`config.mk`:
```
export PLATFORM = sky130hd
export DESIGN_NAME = char_lcd_bus_sequencer_top
export DESIGN_NICKNAME = d
export VERILOG_FILES = /design/src/clbs_pkg.sv /design/src/clbs_front.sv /design/src/clbs_queue.sv /design/src/clbs_back.sv /design/src/char_lcd_bus_sequencer_top.sv
export SDC_FILE = /design/constraint.sdc
export NUM_CORES = 1
export LEC_CHECK = 0
export BUFFER_PORTS_ARGS = -buffer_cell sky130_fd_sc_hd__buf_2
export CORE_MARGIN = 2
export CORE_UTILIZATION = 50
export CTS_BUF_LIST = sky130_fd_sc_hd__clkbuf_4
export DETAILED_ROUTE_END_ITERATION = 7
export PLACE_DENSITY = 0.78
export SYNTH_ARGS = -nofsm -noshare
export SYNTH_HDL_FRONTEND = slang
export SYNTH_SLANG_ARGS = --single-unit
export TNS_END_PERCENT = 30
```
`constraint.sdc`:
```
create_clock -name clk -period 2.65 [get_ports clk]
set_input_delay 0.795 -clock clk [delete_from_list [all_inputs] [get_ports clk]]
set_output_delay 0.795 -clock clk [all_outputs]
set_load 0.05 [all_outputs]
```
`src/clbs_pkg.sv`:
```
// ----------------------------------------------------------------------------
// clbs_pkg
// Types, constants and helpers for the character LCD bus sequencer.
// ----------------------------------------------------------------------------
package clbs_pkg;

	localparam int QDEPTH = 2;
	localparam int QPTR_W = (QDEPTH > 1) ? $clog2(QDEPTH) : 1;
	localparam int QCNT_W = $clog2(QDEPTH + 1);

	localparam logic [7:0] CMD_FUNCTION_SET = 8'h38;
	localparam logic [7:0] CMD_DISPLAY_ON   = 8'h0F;
	localparam logic [7:0] CMD_CLEAR        = 8'h01;
	localparam logic [7:0] CMD_ENTRY_MODE   = 8'h06;
	localparam logic [7:0] CMD_SET_DDRAM    = 8'h80;

	localparam logic [7:0] ROW1_OFFSET = 8'h40;
	localparam logic [7:0] ROW2_OFFSET = 8'h10;
	localparam logic [7:0] ROW3_OFFSET = 8'h50;

	localparam logic [5:0] LEN_MIN   = 6'd8;
	localparam logic [5:0] LEN_MAX   = 6'd40;
	localparam logic [5:0] LEN_RESET = 6'd16;
	localparam logic [2:0] CNT_MIN   = 3'd1;
	localparam logic [2:0] CNT_MAX   = 3'd4;
	localparam logic [2:0] CNT_RESET = 3'd2;

	localparam logic REG_LINE_LENGTH = 1'b0;
	localparam logic REG_LINE_COUNT  = 1'b1;

	typedef enum logic [1:0] {
		REQ_INIT   = 2'd0,
		REQ_WRITE  = 2'd1,
		REQ_CLEAR  = 2'd2,
		REQ_SETPOS = 2'd3
	} req_kind_t;

	typedef enum logic [1:0] {
		ST_OK       = 2'd0,
		ST_NOT_INIT = 2'd1,
		ST_BAD_POS  = 2'd2
	} status_t;

	typedef struct packed {
		logic [1:0] req_type;
		logic [7:0] char_code;
		logic [1:0] row;
		logic [5:0] col;
	} req_t;

	typedef struct packed {
		logic       reg_select;
		logic [7:0] bus_byte;
		logic       enable_level;
		logic [1:0] status;
		logic       last_beat;
	} beat_t;

	typedef struct packed {
		logic [5:0] line_length;
		logic [2:0] line_count;
	} cfg_t;

	typedef struct packed {
		logic       rs;
		logic [7:0] data;
	} slot_t;

	typedef struct packed {
		slot_t [3:0] slots;
		logic [1:0]  last_idx;
		logic        reject;
		status_t     status;
	} job_t;

	function automatic logic [7:0] row_offset(input logic [1:0] r);
		logic [7:0] o;
		unique case (r)
			2'd0: o = 8'h00;
			2'd1: o = ROW1_OFFSET;
			2'd2: o = ROW2_OFFSET;
			default: o = ROW3_OFFSET;
		endcase
		return o;
	endfunction

	function automatic logic [5:0] eff_len(input logic [5:0] v);
		logic [5:0] e;
		priority if (v < LEN_MIN) e = LEN_MIN;
		else if (v > LEN_MAX) e = LEN_MAX;
		else e = v;
		return e;
	endfunction

	function automatic logic [2:0] eff_cnt(input logic [2:0] v);
		logic [2:0] e;
		priority if (v < CNT_MIN) e = CNT_MIN;
		else if (v > CNT_MAX) e = CNT_MAX;
		else e = v;
		return e;
	endfunction

endpackage

```
`src/clbs_front.sv`:
```
// ----------------------------------------------------------------------------
// clbs_front
// Accepts requests, tracks init and cursor state, and builds byte jobs.
// ----------------------------------------------------------------------------
module clbs_front (
	input  logic            clk,
	input  logic            arst_n,
	input  clbs_pkg::cfg_t  cfg,
	input  logic            req_valid,
	output logic            req_ready,
	input  clbs_pkg::req_t  req,
	input  logic            q_full,
	output logic            push,
	output clbs_pkg::job_t  job
);
	import clbs_pkg::*;

	logic       ready_q;
	logic [1:0] row_q;
	logic [5:0] col_q;
	logic       ready_nxt;
	logic [1:0] row_nxt;
	logic [5:0] col_nxt;
	logic [5:0] len;
	logic [2:0] cnt;
	logic [2:0] row_inc;
	logic [1:0] wrap_row;

	assign req_ready = !q_full;
	assign push      = req_valid && req_ready;
	assign len       = eff_len(cfg.line_length);
	assign cnt       = eff_cnt(cfg.line_count);
	assign row_inc   = {1'b0, row_q} + 3'd1;
	assign wrap_row  = (row_inc >= cnt) ? 2'd0 : row_inc[1:0];

	always_comb begin
		job       = '0;
		job.status = ST_OK;
		ready_nxt = ready_q;
		row_nxt   = row_q;
		col_nxt   = col_q;
		unique case (req_kind_t'(req.req_type))
			REQ_INIT: begin
				job.slots[0] = '{rs: 1'b0, data: CMD_FUNCTION_SET};
				job.slots[1] = '{rs: 1'b0, data: CMD_DISPLAY_ON};
				job.slots[2] = '{rs: 1'b0, data: CMD_CLEAR};
				job.slots[3] = '{rs: 1'b0, data: CMD_ENTRY_MODE};
				job.last_idx = 2'd3;
				ready_nxt    = 1'b1;
				row_nxt      = 2'd0;
				col_nxt      = 6'd0;
			end
			REQ_WRITE: begin
				if (!ready_q) begin
					job.reject = 1'b1;
					job.status = ST_NOT_INIT;
				end else if (col_q >= len) begin
					job.slots[0] = '{rs: 1'b0, data: CMD_SET_DDRAM + row_offset(wrap_row)};
					job.slots[1] = '{rs: 1'b1, data: req.char_code};
					job.last_idx = 2'd1;
					row_nxt      = wrap_row;
					col_nxt      = 6'd1;
				end else begin
					job.slots[0] = '{rs: 1'b1, data: req.char_code};
					col_nxt      = col_q + 6'd1;
				end
			end
			REQ_CLEAR: begin
				if (!ready_q) begin
					job.reject = 1'b1;
					job.status = ST_NOT_INIT;
				end else begin
					job.slots[0] = '{rs: 1'b0, data: CMD_CLEAR};
					row_nxt      = 2'd0;
					col_nxt      = 6'd0;
				end
			end
			REQ_SETPOS: begin
				if (!ready_q) begin
					job.reject = 1'b1;
					job.status = ST_NOT_INIT;
				end else if ({1'b0, req.row} >= cnt || req.col >= len) begin
					job.reject = 1'b1;
					job.status = ST_BAD_POS;
				end else begin
					job.slots[0] = '{rs: 1'b0,
						data: CMD_SET_DDRAM + {2'b00, req.col} + row_offset(req.row)};
					row_nxt      = req.row;
					col_nxt      = req.col;
				end
			end
		endcase
	end

	always_ff @(posedge clk or negedge arst_n) begin
		if (!arst_n) begin
			ready_q <= 1'b0;
			row_q   <= 2'd0;
			col_q   <= 6'd0;
		end else if (push) begin
			ready_q <= ready_nxt;
			row_q   <= row_nxt;
			col_q   <= col_nxt;
		end
	end

endmodule

```
`src/clbs_queue.sv`:
```
// ----------------------------------------------------------------------------
// clbs_queue
// Short job queue between the request front end and the bus back end.
// ----------------------------------------------------------------------------
module clbs_queue (
	input  logic           clk,
	input  logic           arst_n,
	input  logic           push,
	input  clbs_pkg::job_t job_in,
	input  logic           pop,
	output clbs_pkg::job_t job_out,
	output logic           empty,
	output logic           full
);
	import clbs_pkg::*;

	job_t              mem_q [QDEPTH];
	logic [QPTR_W-1:0] wr_q;
	logic [QPTR_W-1:0] rd_q;
	logic [QCNT_W-1:0] cnt_q;

	assign job_out = mem_q[rd_q];
	assign empty   = (cnt_q == '0);
	assign full    = (cnt_q == QCNT_W'(QDEPTH));

	always_ff @(posedge clk) begin
		if (push) begin
			mem_q[wr_q] <= job_in;
		end
	end

	always_ff @(posedge clk or negedge arst_n) begin
		if (!arst_n) begin
			wr_q  <= '0;
			rd_q  <= '0;
			cnt_q <= '0;
		end else begin
			if (push) begin
				wr_q <= (wr_q == QPTR_W'(QDEPTH - 1)) ? '0 : wr_q + 1'b1;
			end
			if (pop) begin
				rd_q <= (rd_q == QPTR_W'(QDEPTH - 1)) ? '0 : rd_q + 1'b1;
			end
			priority if (push && !pop) cnt_q <= cnt_q + 1'b1;
			else if (pop && !push) cnt_q <= cnt_q - 1'b1;
			else cnt_q <= cnt_q;
		end
	end

endmodule

```
`src/clbs_back.sv`:
```
// ----------------------------------------------------------------------------
// clbs_back
// Walks the head job byte by byte and emits enable-high / enable-low beats, or one status beat for a rejected job.
// ----------------------------------------------------------------------------
module clbs_back (
	input  logic            clk,
	input  logic            arst_n,
	input  clbs_pkg::job_t  job,
	input  logic            empty,
	output logic            pop,
	output logic            beat_valid,
	input  logic            beat_ready,
	output clbs_pkg::beat_t beat
);
	import clbs_pkg::*;

	logic [1:0] idx_q;
	logic       phase_q;
	logic       valid_q;
	beat_t      beat_q;
	beat_t      beat_nxt;
	slot_t      cur;
	logic       take;
	logic       fin;

	assign cur  = job.slots[idx_q];
	assign take = !empty && (!valid_q || beat_ready);
	assign fin  = job.reject || (phase_q && idx_q == job.last_idx);
	assign pop  = take && fin;

	always_comb begin
		if (job.reject) begin
			beat_nxt = '{reg_select: 1'b0, bus_byte: 8'h00, enable_level: 1'b0,
				status: job.status, last_beat: 1'b1};
		end else begin
			beat_nxt = '{reg_select: cur.rs, bus_byte: cur.data, enable_level: !phase_q,
				status: ST_OK, last_beat: fin};
		end
	end

	always_ff @(posedge clk) begin
		if (take) begin
			beat_q <= beat_nxt;
		end
	end

	always_ff @(posedge clk or negedge arst_n) begin
		if (!arst_n) begin
			valid_q <= 1'b0;
			idx_q   <= 2'd0;
			phase_q <= 1'b0;
		end else if (take) begin
			valid_q <= 1'b1;
			if (fin) begin
				idx_q   <= 2'd0;
				phase_q <= 1'b0;
			end else if (phase_q) begin
				idx_q   <= idx_q + 2'd1;
				phase_q <= 1'b0;
			end else begin
				phase_q <= 1'b1;
			end
		end else if (beat_ready) begin
			valid_q <= 1'b0;
		end
	end

	assign beat_valid = valid_q;
	assign beat       = beat_q;

endmodule

```
`src/char_lcd_bus_sequencer_top.sv`:
```
// ----------------------------------------------------------------------------
// char_lcd_bus_sequencer_top
// 8-bit character LCD bus sequencer with APB line geometry registers.
// ----------------------------------------------------------------------------
// Each request turns into bus beats, two per byte (enable high, then enable
// low): 8 beats for init, 2 for clear, set position or a plain character,
// 4 for a character that wraps to the next line, and one status beat for a
// rejected request. The beat output emits one beat per cycle while beat_ready
// is high and a job is queued; the front end takes a request per cycle as long
// as its two-entry job queue has room.
// Registers: line_length at 0x0, line_count at 0x4; write them only while idle.
module char_lcd_bus_sequencer_top (
	input  logic            clk,
	input  logic            arst_n,
	input  logic            psel,
	input  logic            penable,
	input  logic            pwrite,
	input  logic [2:0]      paddr,
	input  logic [31:0]     pwdata,
	output logic [31:0]     prdata,
	output logic            pready,
	input  logic            req_valid,
	output logic            req_ready,
	input  clbs_pkg::req_t  req,
	output logic            beat_valid,
	input  logic            beat_ready,
	output clbs_pkg::beat_t beat
);
	import clbs_pkg::*;

	cfg_t cfg_q;
	logic reg_idx;
	logic cfg_wr;
	logic push;
	logic pop;
	logic q_empty;
	logic q_full;
	job_t job_in;
	job_t job_head;

	assign pready  = 1'b1;
	assign reg_idx = paddr[2];
	assign cfg_wr  = psel && penable && pwrite && pready;

	always_ff @(posedge clk or negedge arst_n) begin
		if (!arst_n) begin
			cfg_q.line_length <= LEN_RESET;
			cfg_q.line_count  <= CNT_RESET;
		end else if (cfg_wr) begin
			unique case (reg_idx)
				REG_LINE_LENGTH: cfg_q.line_length <= pwdata[5:0];
				REG_LINE_COUNT:  cfg_q.line_count  <= pwdata[2:0];
			endcase
		end
	end

	always_comb begin
		unique case (reg_idx)
			REG_LINE_LENGTH: prdata = {26'd0, cfg_q.line_length};
			REG_LINE_COUNT:  prdata = {29'd0, cfg_q.line_count};
		endcase
	end

	clbs_front u_front (
		.clk       (clk),
		.arst_n    (arst_n),
		.cfg       (cfg_q),
		.req_valid (req_valid),
		.req_ready (req_ready),
		.req       (req),
		.q_full    (q_full),
		.push      (push),
		.job       (job_in)
	);

	clbs_queue u_queue (
		.clk     (clk),
		.arst_n  (arst_n),
		.push    (push),
		.job_in  (job_in),
		.pop     (pop),
		.job_out (job_head),
		.empty   (q_empty),
		.full    (q_full)
	);

	clbs_back u_back (
		.clk        (clk),
		.arst_n     (arst_n),
		.job        (job_head),
		.empty      (q_empty),
		.pop        (pop),
		.beat_valid (beat_valid),
		.beat_ready (beat_ready),
		.beat       (beat)
	);

endmodule

```
* Word-level counts from Yosys, hierarchy flattened
Memory sizes are Yosys's and may differ from the RTL's. Cells that the tools add are included.
Word-level totals: bits in registers 39, bits in writable memories 70, input bits 60, output and inout bits 48, logic and storage cells 137, memories 1
Memory list:
- u_queue.mem_q | depth 2, width 35, read ports 1, clocked after memory_dff 0, write ports 1, RTL line clbs_queue.sv:17 | job_t mem_q [QDEPTH];
Operators by class: $add $sub $neg 10, order comparisons 9, eq/ne operators 14, multiplexer cells 55, bitwise operators 1, reductions and logical operators 31
Operator list (number):
- case mux 32 bit (2 select lines) | 1
- 2-to-1 mux 8 bit | 7
- 2-to-1 mux 6 bit | 7
- case mux 7 bit (3 select lines) | 2
- 2-to-1 mux 9 bit | 4
- case mux 9 bit (4 select lines) | 1
- case mux 6 bit (4 select lines) | 1
- 2-to-1 mux 2 bit | 10
- 2-to-1 mux 20 bit | 1
- binary-select mux 9 bit (select 2 bit) | 1
- case mux 9 bit (2 select lines) | 1
- 2-to-1 mux 3 bit | 5
- >= comparator 6 bit | 2
- 2-to-1 mux 12 bit | 1
- == test 2 bit (second input constant) | 5
- 2-to-1 mux 1 bit | 10
- adder 8 x 6 -> 8 bit (first input constant) | 1
- adder 8 bit | 1
- adder 8 bit (first input constant) | 1
- logical AND 1 bit | 8
- logical NOT 2 bit | 4
- inequality test 2 x 1 -> 1 bit (second input constant) | 4
- case mux 2 bit (4 select lines) | 1
- AND reduction 2 bit | 4
- other kinds (24) | 37

* Logic depth before layout (Yosys ltp)
depth after elaboration 14, mapped depth 11, gate-level depth less buffers 10

* By module
A second synthesis with hierarchy kept.
Unflattened totals: cells, all modules 455, area total of the unflattened synthesis 6563.8 um2
Modules (own cells, without submodules):
- clbs_queue | instances 1, cells an instance 144, area an instance 3348.2 um2, seq. area each 2562.5 um2
- clbs_front | instances 1, cells an instance 192, area an instance 1579.0 um2, seq. area each 225.2 um2
- clbs_back | instances 1, cells an instance 63, area an instance 973.4 um2, seq. area each 490.5 um2
- char_lcd_bus_sequencer_top | instances 1, cells an instance 56, area an instance 663.1 um2, seq. area each 227.7 um2

* Worst setup path before layout
Ideal clock, no wire load.
kind register to register, start register u_queue.cnt_q[0], end memory u_queue.mem_q[0][0] (netlist bit), enable pin, setup time 0.405 ns, arrival 2.289 ns, data required time 2.245 ns, setup slack -0.045 ns, stages on the path, launching flop included 5, path buffers 1, period minus slack after synthesis 2.695 ns, cells stage by stage dfrtp_1 > nand2b_1 > and2_1 > buf_2 > nor2b_1
Between the ends: longest elaborated chain between the ends 5
RTL lines:
- from (decl) | RTL line clbs_queue.sv:20 | logic [QCNT_W-1:0] cnt_q;
- from (signal assigned) | RTL line clbs_queue.sv:44 | priority if (push && !pop) cnt_q <= cnt_q + 1'b1;
- from (signal assigned) | RTL line clbs_queue.sv:45 | else if (pop && !push) cnt_q <= cnt_q - 1'b1;
- from (signal assigned) | RTL line clbs_queue.sv:46 | else cnt_q <= cnt_q;
- == test 2 bit | RTL line clbs_queue.sv:24 | assign full = (cnt_q == QCNT_W'(QDEPTH));
- logical NOT 1 bit | RTL line clbs_front.sv:29 | assign req_ready = !q_full;
- net req_ready | RTL line char_lcd_bus_sequencer_top.sv:23 | output logic req_ready,
- logical AND 1 bit | RTL line clbs_front.sv:30 | assign push = req_valid && req_ready;
- net push | RTL line char_lcd_bus_sequencer_top.sv:34 | logic push;
- 2-to-1 mux 1 bit | RTL line clbs_queue.sv:27 | if (push) begin
- 2-to-1 mux 1 bit (not written as such) | RTL line clbs_queue.sv:28 | mem_q[wr_q] <= job_in;
- to (decl) | RTL line clbs_queue.sv:17
The timed path passes the listed nets, and every way through them passes these cells.

==> load_flow_metrics.sql <==
INSERT INTO impl_metrics (metric_group, metric, value, unit) VALUES
('job', 'maxCapViolCount', '0', ''),
('cells_and_area', 'final-instance-count-excl-fill', '563', ''),
('worst_setup_path', 'startpoint_type', 'register', ''),
('sta', 'worstMarginPinSlew', '646.8', 'ps'),
('detailed_routing', 'drc', '0', ''),
('die', 'chipWidth', '99.22', 'um'),
('die', 'std_cell_rows', '34', ''),
('detailed_routing', 'ant_nets', '0', ''),
('clock_tree', 'clockBufferDepth', '2', ''),
('sta', 'skew', '14.60', 'ps'),
('placement', 'place_inst', '545', ''),
('grt', 'total_routing_resource_utilization_after_global_routing', '18.39', '%'),
('worst_setup_path', 'timing.critical_path.fanout_max', '4', ''),
('sta', 'fin_tns_setup', '0', 'ps'),
('clock_tree', 'clk_pin_slew', '150', 'ps'),
('grt', 'grt_pass1_wl', '14.28', 'mm'),
('synth', 'synth-seq-cells', '85', ''),
('cells_and_area', 'nNetsFinal', '537', ''),
('detailed_routing', 'drt_wl_cell', '16.07', 'um'),
('synth', 'syn_area', '4533', 'um^2'),
('detailed_routing', 'dr_total_vias', '3091', ''),
('cells_and_area', 'number_of_antenna_diodes', '0', ''),
('clock_tree', 'clk_latency', '440', 'ps'),
('synth', 'postSynthCellCount', '376', ''),
('placement', 'dp.final_hpwl', '6.445', 'mm'),
('cells_and_area', 'share_of_cells_above_drive_strength_1', '33.19', '%'),
('synth', 'synth.lib_cells_used.distinct', '49', ''),
('clock_tree', 'tritoncts', 'done', ''),
('placement', 'gpl.final_weighted_congestion', '0.8620', ''),
('sta', 'layout_worst_path_cycle_share', '99.32', '%'),
('detailed_routing', 'detail_route.vias_per_cell', '5.490', ''),
('cells_and_area', 'areaGrowthSynthToFinish', '17.44', '%'),
('worst_setup_path', 'setup.worst_path.end_class', 'register', ''),
('sta', 'setup_repair_after_global_routing_missed_its_margin', 'true', ''),
('clock_tree', 'numClockSinks', '85', ''),
('sta', 'period_minus_slack', '2632', 'ps'),
('sta', 'timing.hold.ws', '350.8', 'ps'),
('clock_tree', 'cts-htree-levels', '3', ''),
('die', 'start_util', '51.73', '%'),
('grt', 'grt.overflow.total', '0', ''),
('sta', 'final-setup-viol-count', '0', ''),
('sta', 'hold_violations', '0', ''),
('worst_setup_path', 'worst_ep_required_time', '2850', 'ps'),
('detailed_routing', 'sum_of_routed_wire_length_over_all_layers', '9.049', 'mm'),
('die', 'placeableCoreArea', '8763', 'um^2'),
('synth', 'synth-async-reset-ratio', '30.59', '%'),
('status', 'result_of_the_run', 'finished clean', ''),
('pwr', 'p_leak', '2.281', 'nW'),
('worst_setup_path', 'worstSetupPathType', 'reg2reg', ''),
('detailed_routing', 'drt_pass_1_iters', '4', ''),
('sta', 'max_freq', '380.0', 'MHz'),
('die', 'chipHeight', '99.22', 'um'),
('die', 'design.die.area', '9844', 'um^2'),
('synth', 'postSynth.topFlopCell', 'sky130_fd_sc_hd__edfxtp_1', ''),
('clock_tree', 'post_cts_hold_buffer_count', '0', ''),
('sta', 'maxSlewViolCount', '0', ''),
('die', 'floorplan.io_pins', '108', ''),
('grt', 'antenna_found_initial', '0', ''),
('pwr', 'irDropWorstVdd', '415.6', 'uV'),
('synth', 'synth_enable_flop_cells', '59', ''),
('placement', 'detailed_place.area', '4954', 'um^2'),
('grt', 'maximum_number_of_pins_on_one_net_before_global_route_repair', '27', ''),
('cells_and_area', 'fin_util', '60.75', '%'),
('pwr', 'powerDensity', '1046', 'nW/um^2'),
('hold_path', 'worst_hold_path_class', 'in2async', ''),
('detailed_routing', 'iter_0_drt_violations', '207', ''),
('cells_and_area', 'final_design_area_no_fill', '5324', 'um^2'),
('grt', 'first_global_vias', '3009', ''),
('placement', 'port-buffer-count', '52', ''),
('clock_tree', 'cts_root_buf', 'sky130_fd_sc_hd__clkbuf_4', ''),
('synth', 'synth_warnings', '0', ''),
('synth', 'yosysSeqAreaShare', '53.49', '%'),
('sta', 'max-slew-margin-rel', '56.88', '%'),
('clock_tree', 'cts-buffers-inserted', '9', ''),
('synth', 'syn_area_per_cell', '12.06', 'um^2'),
('worst_setup_path', 'worstPathArrival', '2830', 'ps');
[sequential cells by signal, indices dropped and copies added, names as in the netlist]
signal             count
cfg_q                  9
u_back.beat           13
u_back.beat_valid      1
u_back.idx_q           2
u_back.phase_q         1
u_front.col_q          6
u_front.ready_q        1
u_front.row_q          2
u_queue.cnt_q          2
u_queue.mem_q         46
u_queue.rd_q           1
u_queue.wr_q           1
[kinds of logic (layout without fill, tap and decap cells)]
family | Yosys count | count (layout) | synth area share, %
and+or+nand+nor | 98 | 98 | 10.85
DFF | 85 | 85 | 53.49
AOI/OAI and AO/OA | 69 | 69 | 10.16
buffers and inverters | 58 | 112 | 7.121
muxes | 28 | 28 | 9.026
adders and majority gates | 27 | 27 | 7.452
xor gates and xnor gates | 9 | 9 | 1.739
other | 2 | 27 | 0.1657
[cells in the final DEF (no fill, tap or decap), drive strengths merged, types with 5 or more instances in the layout]
cell / Yosys / layout
mux2i: 6 / 6
nand2b: 11 / 11
buf: 31 / 79
nand3: 10 / 10
clkbuf: 10 / 9
nor2: 25 / 25
mux2: 13 / 13
xor2: 5 / 5
ha: 27 / 27
and2: 7 / 7
conb: 2 / 27
a21o: 10 / 10
dfrtp: 24 / 24
o21ai: 12 / 12
edfxtp: 59 / 59
a21oi: 19 / 19
inv: 17 / 20
nor2b: 10 / 10
a22oi: 5 / 5
nand2: 21 / 21
mux4: 9 / 9
[report_power, final]
part	switching, mW	leakage [nW]	internal, mW
registers	0.198	0.881	1.93
logic	1.57	1.31	0.970
clock network	0.500	0.0930	0.400
[final cells by class]
class                      instances  area, um^2
multi-input combinational        258        2059
clock inverter                     7       106.4
fill                             677        3440
inverter                          17       63.81
sequential                        85        2425
clock buffer                       9       67.56
timing repair buffer              79       466.7
tap                              108       135.1
[path summary, 6_finish.rpt]
kind / start / end / slack, ps / depth (start not counted)
max: cfg_q[7]$_DFFE_PN1P_ / u_queue.mem_q[0][11]$_DFFE_PP_ / 20 / 11
min: arst_n / u_front.col_q[2]$_DFFE_PN0P_ / 350 / 1
max reg2reg: cfg_q[7]$_DFFE_PN1P_ / u_queue.mem_q[0][11]$_DFFE_PP_ / 20 / 11
min reg2reg: u_back.beat_valid$_DFFE_PN0P_ / u_back.beat_valid$_DFFE_PN0P_ / 510 / 2
max in group asynchronous: arst_n / u_queue.wr_q$_DFFE_PN0P_ / 1880 / 1
min in group clk: u_back.beat_valid$_DFFE_PN0P_ / u_back.beat_valid$_DFFE_PN0P_ / 510 / 2
[cells in the mapped netlist (all sizes together) (5+ instances only)]
library cell	count	area [um^2]
a21o	10	75.07
a21oi	19	95.09
a22oi	5	37.54
and2	7	43.79
buf	31	221.5
clkbuf	10	37.54
dfrtp	24	600.6
edfxtp	59	1772
ha	27	337.8
inv	17	63.81
mux2	13	146.4
mux2i	6	60.06
mux4	9	202.7
nand2	21	78.83
nand2b	11	68.82
nand3	10	50.05
nor2	25	93.84
nor2b	10	62.56
o21ai	12	60.05
xor2	5	43.79
[critical path: stages, from the launching register on]
cell and delay [ps]:
sky130_fd_sc_hd__dfstp_2 570, sky130_fd_sc_hd__nor2_2 50, sky130_fd_sc_hd__xnor2_2 140, sky130_fd_sc_hd__and2_4 160
sky130_fd_sc_hd__buf_4 130, sky130_fd_sc_hd__ha_1 250, sky130_fd_sc_hd__nand2b_1 190, sky130_fd_sc_hd__a31oi_4 240
sky130_fd_sc_hd__o21a_2 230, sky130_fd_sc_hd__nor3b_1 70, sky130_fd_sc_hd__a21oi_1 280, sky130_fd_sc_hd__o31ai_4 90
[metrics by stage]
| stage | total power [mW] | setup slack, ps |
|---|---|---|
| after CTS | 5.408 | -34.78 |
| final | 5.571 | 18.09 |
| after detailed placement | 4.481 | -171.1 |
| after floorplan | 3.906 | 41.19 |
| after global routing | 5.889 | -62.75 |
| after global placement | 4.393 | -121.1 |
[repair_timing]
item	4_1_cts	5_1_grt
setup buffers	0	2
resized for setup	9	29
pin swaps	1	15
endpoints found under the setup margin	35	44
[metal layers]
| metal | vias up | part of all wire [%] | GRT usage [%] |
|---|---|---|---|
| met5 | - | 0 | 0 |
| met4 | 0 | 1.6 | 5.796 |
| met3 | 18 | 6.0 | 2.952 |
| met2 | 128 | 53 | 33.73 |
| met1 | 1480 | 39 | 22.11 |
| li1 | 1465 | - | - |
No activity file was read; power rests on OpenSTA's default activity.
